===== src/rtl/nnl_pkg.sv =====
package nnl_pkg;

    localparam int FREQ_W         = 21;
    localparam int INDEX_W        = 7;
    localparam int DEV_W          = 18;
    localparam int LISTED_NOTES   = 108;
    localparam int NOTE_COUNT_DEF = 108;
    localparam int FRAC_BITS_DEF  = 8;
    localparam int DEV_MAX        = 131071;
    localparam int DEV_MIN        = -131072;
    localparam int MILLI          = 1000;
    localparam int HALF_MILLI     = 500;

    // Integer part of a table entry needs 13 bits, so entries are 13 + FRAC_BITS wide.
    localparam int NOTE_INT_W     = 13;

    // Note frequencies in thousandths of a hertz, C0 up to B8.
    localparam logic [22:0] NOTE_MILLI_HZ [LISTED_NOTES] = '{
        23'd16352,   23'd17324,   23'd18354,   23'd20000,   23'd21000,   23'd22000,
        23'd23000,   23'd25000,   23'd26000,   23'd28000,   23'd29000,   23'd31000,
        23'd33000,   23'd35000,   23'd37000,   23'd39000,   23'd41000,   23'd44000,
        23'd46000,   23'd49000,   23'd52000,   23'd55000,   23'd58000,   23'd62000,
        23'd65000,   23'd69000,   23'd73000,   23'd78000,   23'd82000,   23'd87000,
        23'd93000,   23'd98000,   23'd104000,  23'd110000,  23'd117000,  23'd124000,
        23'd131000,  23'd139000,  23'd147000,  23'd156000,  23'd165000,  23'd175000,
        23'd185000,  23'd196000,  23'd208000,  23'd220000,  23'd233000,  23'd247000,
        23'd262000,  23'd278000,  23'd294000,  23'd311000,  23'd330000,  23'd349000,
        23'd370000,  23'd392000,  23'd415000,  23'd440000,  23'd466000,  23'd494000,
        23'd523000,  23'd554000,  23'd587000,  23'd622000,  23'd659000,  23'd699000,
        23'd740000,  23'd784000,  23'd831000,  23'd880000,  23'd932000,  23'd988000,
        23'd1047000, 23'd1109000, 23'd1175000, 23'd1245000, 23'd1319000, 23'd1397000,
        23'd1475000, 23'd1568000, 23'd1661000, 23'd1760000, 23'd1865000, 23'd1976000,
        23'd2093000, 23'd2218000, 23'd2349000, 23'd2489000, 23'd2637000, 23'd2794000,
        23'd2960000, 23'd3136000, 23'd3322000, 23'd3520000, 23'd3729000, 23'd3951000,
        23'd4186000, 23'd4435000, 23'd4699000, 23'd4978000, 23'd5274000, 23'd5588000,
        23'd5920000, 23'd6272000, 23'd6645000, 23'd7040000, 23'd7459000, 23'd7902000
    };

    // Table entry in fixed point, rounded half up. Used at elaboration only.
    function automatic longint note_fixed(input int idx, input int frac);
        longint m;
        if (idx >= LISTED_NOTES) begin
            return 0;
        end
        m = longint'(NOTE_MILLI_HZ[idx]) << frac;
        return (m + HALF_MILLI) / MILLI;
    endfunction

endpackage


===== src/rtl/nearest_note_lookup.sv =====
// Nearest note lookup.
// Input channel: i_in_valid / o_in_ready carry one frequency, i_freq_in, unsigned with
// FRAC_BITS fraction bits. Output channel: o_out_valid / i_out_ready carry o_in_range,
// o_note_index and the signed deviation o_deviation (input minus chosen note, saturated).
// One transaction is handled at a time; o_in_ready is high only while the sequencer is idle.
// All compares and differences go through one shared subtractor against a constant note
// ROM, one ROM probe per cycle. An in-range item takes two range probes, one probe per
// binary search step (6 or 7 for 108 notes), a final probe of the upper bracket entry, two
// neighbour probes, a decision state and the load of the output register. An out-of-range
// item leaves after the failing range probe and goes straight to the output load. The result
// sits in an output register, so a new transaction is taken while it waits; when the
// receiver stalls, a finished result waits in the sequencer until the output register frees
// and no further item is accepted meanwhile.
// Reset is synchronous and active low and returns the sequencer to idle with the output
// register empty; there is no other state to clear.
module nearest_note_lookup
    import nnl_pkg::*;
#(
    parameter int NOTE_COUNT = NOTE_COUNT_DEF,
    parameter int FRAC_BITS  = FRAC_BITS_DEF
) (
    input  logic                    i_clk,
    input  logic                    i_rst_n,
    input  logic                    i_in_valid,
    output logic                    o_in_ready,
    input  logic [FREQ_W-1:0]       i_freq_in,
    output logic                    o_out_valid,
    input  logic                    i_out_ready,
    output logic                    o_in_range,
    output logic [INDEX_W-1:0]      o_note_index,
    output logic signed [DEV_W-1:0] o_deviation
);

    localparam int IDX_W = $clog2(NOTE_COUNT);
    localparam int EW    = NOTE_INT_W + FRAC_BITS;
    localparam int DW    = ((EW > FREQ_W) ? EW : FREQ_W) + 1;

    localparam logic [IDX_W-1:0]       LAST_IDX = IDX_W'(NOTE_COUNT - 1);
    localparam logic signed [DW-1:0]   SAT_MAX  = DW'(DEV_MAX);
    localparam logic signed [DW-1:0]   SAT_MIN  = DW'(DEV_MIN);
    localparam logic signed [DEV_W-1:0] OOR_DEV = DEV_W'(-(1 <<< FRAC_BITS));

    typedef enum logic [2:0] {
        S_IDLE,
        S_RANGE_LO,
        S_RANGE_HI,
        S_SEARCH,
        S_NEIGH_UP,
        S_NEIGH_DN,
        S_DECIDE,
        S_EMIT
    } t_state;

    // Constant note table.
    logic [EW-1:0] rom [NOTE_COUNT];

    for (genvar g = 0; g < NOTE_COUNT; g++) begin : g_rom
        localparam logic [EW-1:0] ENTRY = EW'(note_fixed(g, FRAC_BITS));
        assign rom[g] = ENTRY;
    end

    t_state                   r_state, n_state;
    logic [FREQ_W-1:0]        r_f, n_f;
    logic [IDX_W-1:0]         r_lo, n_lo;
    logic [IDX_W-1:0]         r_hi, n_hi;
    logic signed [DW-1:0]     r_a, n_a;
    logic signed [DW-1:0]     r_b, n_b;
    logic signed [DW-1:0]     r_c, n_c;
    logic                     r_res_in_range, n_res_in_range;
    logic [INDEX_W-1:0]       r_res_index, n_res_index;
    logic signed [DEV_W-1:0]  r_res_dev, n_res_dev;
    logic                     r_out_valid, n_out_valid;
    logic                     r_in_range, n_in_range;
    logic [INDEX_W-1:0]       r_note_index, n_note_index;
    logic signed [DEV_W-1:0]  r_deviation, n_deviation;

    logic [IDX_W-1:0]         span;
    logic                     wide;
    logic [IDX_W-1:0]         mid;
    logic [IDX_W-1:0]         sel;
    logic signed [DW-1:0]     diff;
    logic                     has_up;
    logic                     has_down;
    logic [DW-1:0]            abs_a;
    logic [DW-1:0]            abs_b;
    logic [DW-1:0]            abs_c;
    logic [IDX_W-1:0]         pick;
    logic signed [DW-1:0]     pick_dev;
    logic signed [DEV_W-1:0]  sat_dev;
    logic                     out_free;

    assign span     = r_hi - r_lo;
    assign wide     = span > IDX_W'(1);
    assign mid      = r_lo + (span >> 1);
    assign has_up   = r_hi != LAST_IDX;
    assign has_down = r_hi != '0;
    assign out_free = !r_out_valid || i_out_ready;

    // Address of the one ROM probe of this cycle.
    always_comb begin
        unique case (r_state)
            S_RANGE_LO: sel = '0;
            S_RANGE_HI: sel = LAST_IDX;
            S_SEARCH:   sel = wide ? mid : r_hi;
            S_NEIGH_UP: sel = has_up ? r_hi + IDX_W'(1) : r_hi;
            S_NEIGH_DN: sel = r_hi - IDX_W'(1);
            default:    sel = r_hi;
        endcase
    end

    // The shared subtractor: input minus the probed entry.
    assign diff = $signed(DW'(r_f) - DW'(rom[sel]));

    assign abs_a = r_a[DW-1] ? DW'(-r_a) : DW'(r_a);
    assign abs_b = r_b[DW-1] ? DW'(-r_b) : DW'(r_b);
    assign abs_c = r_c[DW-1] ? DW'(-r_c) : DW'(r_c);

    // A neighbour past either end of the table never wins; ties keep the search result.
    always_comb begin
        priority if (has_up && abs_a > abs_b) begin
            if (has_down && r_b > r_c) begin
                pick     = r_hi - IDX_W'(1);
                pick_dev = r_c;
            end else begin
                pick     = r_hi + IDX_W'(1);
                pick_dev = r_b;
            end
        end else if (has_down && abs_a > abs_c) begin
            pick     = r_hi - IDX_W'(1);
            pick_dev = r_c;
        end else begin
            pick     = r_hi;
            pick_dev = r_a;
        end
    end

    always_comb begin
        priority if (pick_dev > SAT_MAX) begin
            sat_dev = DEV_W'(SAT_MAX);
        end else if (pick_dev < SAT_MIN) begin
            sat_dev = DEV_W'(SAT_MIN);
        end else begin
            sat_dev = DEV_W'(pick_dev);
        end
    end

    always_comb begin
        n_state        = r_state;
        n_f            = r_f;
        n_lo           = r_lo;
        n_hi           = r_hi;
        n_a            = r_a;
        n_b            = r_b;
        n_c            = r_c;
        n_res_in_range = r_res_in_range;
        n_res_index    = r_res_index;
        n_res_dev      = r_res_dev;
        n_out_valid    = r_out_valid && !i_out_ready;
        n_in_range     = r_in_range;
        n_note_index   = r_note_index;
        n_deviation    = r_deviation;

        unique case (r_state)
            S_IDLE: begin
                if (i_in_valid) begin
                    n_f     = i_freq_in;
                    n_lo    = '0;
                    n_hi    = LAST_IDX;
                    n_state = S_RANGE_LO;
                end
            end
            S_RANGE_LO: begin
                if (diff < 0) begin
                    n_res_in_range = 1'b0;
                    n_res_index    = '0;
                    n_res_dev      = OOR_DEV;
                    n_state        = S_EMIT;
                end else begin
                    n_state = S_RANGE_HI;
                end
            end
            S_RANGE_HI: begin
                if (diff > 0) begin
                    n_res_in_range = 1'b0;
                    n_res_index    = '0;
                    n_res_dev      = OOR_DEV;
                    n_state        = S_EMIT;
                end else begin
                    n_state = S_SEARCH;
                end
            end
            S_SEARCH: begin
                if (wide) begin
                    if (diff < 0) begin
                        n_hi = mid;
                    end else begin
                        n_lo = mid;
                    end
                end else begin
                    // Bracket is one wide: the probe was the upper entry itself.
                    n_a     = diff;
                    n_state = S_NEIGH_UP;
                end
            end
            S_NEIGH_UP: begin
                n_b     = diff;
                n_state = S_NEIGH_DN;
            end
            S_NEIGH_DN: begin
                n_c     = diff;
                n_state = S_DECIDE;
            end
            S_DECIDE: begin
                n_res_in_range = 1'b1;
                n_res_index    = INDEX_W'(pick);
                n_res_dev      = sat_dev;
                n_state        = S_EMIT;
            end
            S_EMIT: begin
                if (out_free) begin
                    n_out_valid  = 1'b1;
                    n_in_range   = r_res_in_range;
                    n_note_index = r_res_index;
                    n_deviation  = r_res_dev;
                    n_state      = S_IDLE;
                end
            end
            default: begin
                n_state = S_IDLE;
            end
        endcase
    end

    always_ff @(posedge i_clk) begin
        if (!i_rst_n) begin
            r_state     <= S_IDLE;
            r_out_valid <= 1'b0;
        end else begin
            r_state     <= n_state;
            r_out_valid <= n_out_valid;
        end
        r_f            <= n_f;
        r_lo           <= n_lo;
        r_hi           <= n_hi;
        r_a            <= n_a;
        r_b            <= n_b;
        r_c            <= n_c;
        r_res_in_range <= n_res_in_range;
        r_res_index    <= n_res_index;
        r_res_dev      <= n_res_dev;
        r_in_range     <= n_in_range;
        r_note_index   <= n_note_index;
        r_deviation    <= n_deviation;
    end

    assign o_in_ready   = r_state == S_IDLE;
    assign o_out_valid  = r_out_valid;
    assign o_in_range   = r_in_range;
    assign o_note_index = r_note_index;
    assign o_deviation  = r_deviation;

    a_busy_after_accept: assert property (@(posedge i_clk) disable iff (!i_rst_n)
        (i_in_valid && o_in_ready) |=> !o_in_ready)
        else $error("input accepted while a transaction is in progress");

    a_bracket_ordered: assert property (@(posedge i_clk) disable iff (!i_rst_n)
        (r_state == S_SEARCH) |-> (r_lo < r_hi))
        else $error("search bracket collapsed");

    a_out_of_range_result: assert property (@(posedge i_clk) disable iff (!i_rst_n)
        (o_out_valid && !o_in_range) |-> (o_note_index == '0 && o_deviation == OOR_DEV))
        else $error("out-of-range result has wrong index or deviation");

    a_emit_only_when_free: assert property (@(posedge i_clk) disable iff (!i_rst_n)
        (r_state == S_EMIT && r_out_valid && !i_out_ready) |=> (r_state == S_EMIT))
        else $error("result left the sequencer while the output was stalled");

endmodule


===== config.mk =====
export PLATFORM = sky130hd
export DESIGN_NAME = nearest_note_lookup
export DESIGN_NICKNAME = d
export VERILOG_FILES = /design/src/rtl/nnl_pkg.sv /design/src/rtl/nearest_note_lookup.sv
export SDC_FILE = /design/constraint.sdc
export NUM_CORES = 1
export LEC_CHECK = 0
export BUFFER_PORTS_ARGS = -buffer_cell sky130_fd_sc_hd__buf_2
export CORE_MARGIN = 10
export CORE_UTILIZATION = 50
export DETAILED_ROUTE_END_ITERATION = 10
export PLACE_DENSITY = 0.72
export SYNTH_ARGS = -nofsm -noshare
export SYNTH_HDL_FRONTEND = slang
export SYNTH_SLANG_ARGS = --single-unit

===== constraint.sdc =====
create_clock -name i_clk -period 16.07 [get_ports i_clk]
set_clock_uncertainty 0.1 [all_clocks]
set_input_delay 3.214 -clock i_clk [delete_from_list [all_inputs] [get_ports i_clk]]
set_output_delay 3.214 -clock i_clk [all_outputs]
set_load 0.02 [all_outputs]

==> run summary <==
placer's final routability congestion estimate: 0.953
number of vias per cell after detailed routing: 6.33
total count of max-transition violations in the final report: 0
placeable core region: 24,200 um2
crit share post-route: 54.5%
most common library cell in the layout ignoring fill and taps: edfxtp_1
die outline height: 176 um
overflow left after global routing: 0
pin count of the biggest net entering global routing: 46
total half-perimeter wirelength after legalization and detailed placement: 24,500 um
setup repair bufs after CTS: 0
proportion of layout cells with a drive suffix above 1: 9.06%
count of flip-flops with a built-in enable after synthesis: 153
mean routed wirelength per cell: 19.7 um
Die X-Extent: 176 um
Global Route Usage Sum: 20.6%
Std-Cell Rows: 57
Gate Count Post-Synth: 1,278
number of antenna violations at the first check in global routing: 0
count of final setup violators: 0
first-pass GRT wire length: 51,700 um
H-tree levels: 4
cell taking the most area after synthesis: edfxtp_1
cell with the largest stage delay on the worst path: a211o_1
longest individual stage delay on the worst path: 560 ps
starting density of the core: 50.4%
Avg Synthesized Cell Area: 9.54 um2
area growth from synthesis to final layout: 9.23%
Max-Slew Margin vs Limit: 26.7%
1st-pass router iterations: 8
clock tree from TritonCTS: yes
summed instance area of the synthesized netlist: 12,200 um2
time the final worst path needs with I/O delays and setup: 8750 ps
area share of the largest cell type after synthesis: 37.7%
CTS Buf Count: 17
number of nets still failing antenna checks after routing: 0
total count of hold-check failures in the final report: 0
Post-CTS Hold Buffers: 0
top fanout value on the critical path: 26
final net count: 1,441
routed wire length: 32,200 um
pin slew with the least headroom to its limit: 1100 ps
max-cap violations: 0
highest metal layer used by the detailed router: met4
clock sink count: 157
initial detailed-routing violation count: 1,174
met2 layer wire length in the routed design: 13,700 um
Routed met3 length: 2840 um
sum of routed wire segments on met1: 14,600 um
most frequent cells in the layout: 153 x edfxtp_1, 113 x ha_1, 99 x nand2_1
synth unique cells: 83
Synth Register Bits: 157
CTS clk-pin slew, worst paths: 70 ps
highest clock rate: 114 MHz
data arrival time at the worst-slack endpoint: 8810 ps
DRC Markers: 0
clock latency reported for the late side of the worst-skew pair: 440 ps
DR vias: 10,400
number of global-route vias before repair: 9,767
Antenna diodes: 0
overall die area: 31,000 um2
RSZ-0062 raised after global routing: no
category of the most critical setup path: reg2reg
result of the run: finished clean
top area cells in the synthesized netlist: edfxtp_1 38%, ha_1 12%, xnor2_1 4.1%
number of warnings issued by yosys: 0
sequential-to-total area share from yosys stat: 38.3%
clk buf depth: 2
hold crit path type: reg2reg
IO buf count: 52
root buffer cell: clkbuf_16
critical path endpoint category: register
post-cts sizing count: 0
Data required, critical path: 16,120 ps
Top Ports: 53
total negative setup slack: 0 ps
top flip-flop cell by instance count after synthesis: edfxtp_1
startpoint class of the critical path: register
ys async rst share: 0%
net count of the mapped netlist: 1,419
[through the flow]
stage / utilization (%) / setup slack [ps] / hold WS, ps / area (um2) / cells
finish: 55.1 / 7320 / 313 / 13300 / 1637
global route: 55.1 / 6720 / 323 / 13300 / 1637
CTS: 55.1 / 7380 / 314 / 13300 / 1637
detailed placement: 52.5 / 7420 / 305 / 12700 / 1605
global placement: 52.5 / 7600 / 301 / 12700 / 1605
floorplan: - / 7750 / 300 / 12200 / 1278
[final timing paths]
path | end | depth (start not counted) | startpoint | slack, ps
setup / recovery | r_res_dev[15]$_SDFFCE_PN1P_ | 31 | r_hi[0]$_SDFFCE_PN1P_ | 7320
hold / removal | o_note_index[3]$_DFFE_PP_ | 0 | r_res_index[3]$_SDFFCE_PN0P_ | 310
setup reg to reg | r_res_dev[15]$_SDFFCE_PN1P_ | 31 | r_hi[0]$_SDFFCE_PN1P_ | 7320
hold reg to reg | o_note_index[3]$_DFFE_PP_ | 0 | r_res_index[3]$_SDFFCE_PN0P_ | 310
[worst max-delay path: cells and delay by family (launching register included)]
family | cells | cell delay [ps]
simple gates | 14 | 3520
xor+xnor | 1 | 280
fa+ha+maj | 5 | 1490
buf+inv | 4 | 590
flops | 1 | 510
compound gates | 7 | 1950
[per-layer routing]
layer  vias to the layer above  global-route usage, %
met2                       491                   30.2
li1                       4952                      -
met5                         -                      0
met4                         0                   8.87
met3                        63                   4.10
met1                      4854                   28.9
[synth_stat cells (15+ instances only)]
cell type and instances:
edfxtp_1 153, ha_1 113, nor2_1 102, nand2_1 99, o21ai_0 81, a21oi_1 70
inv_1 57, xnor2_1 57, clkbuf_1 38, nor3_1 33, xor2_1 30, a21o_1 27
nand3_1 27, nand4_1 21, o31ai_1 20, a211oi_1 18, nand2b_1 18, nor4_1 18
a31oi_1 17, and3_1 15
[final cells by class]
cell class	count	area (um2)
Sequential cell	157	4670
Fill cell	2129	10900
Tap cell	324	405
Clock inverter	15	190
Inverter	57	214
Clock buffer	17	425
Multi-Input combinational cell	1003	7050
Timing Repair Buffer	64	350
[cell families after synthesis]
logic type	after synthesis	synth area share, %
simple gates	402	16.4
compound gates	390	22.3
buf+inv	118	3.96
flops	157	38.3
mux	8	0.677
fa+ha+maj	116	12.1
xor+xnor	87	6.25
[state kept, by name, indices dropped and copies added, names as in the netlist, 18 cells and up]
signal       flops
r_a             22
r_b             22
r_c             22
r_f             21
o_deviation     18
r_res_dev       18
Power is left out: the tool's default activity adds up to more than one toggle a clock period on the data nets, which glitch-free logic cannot reach.
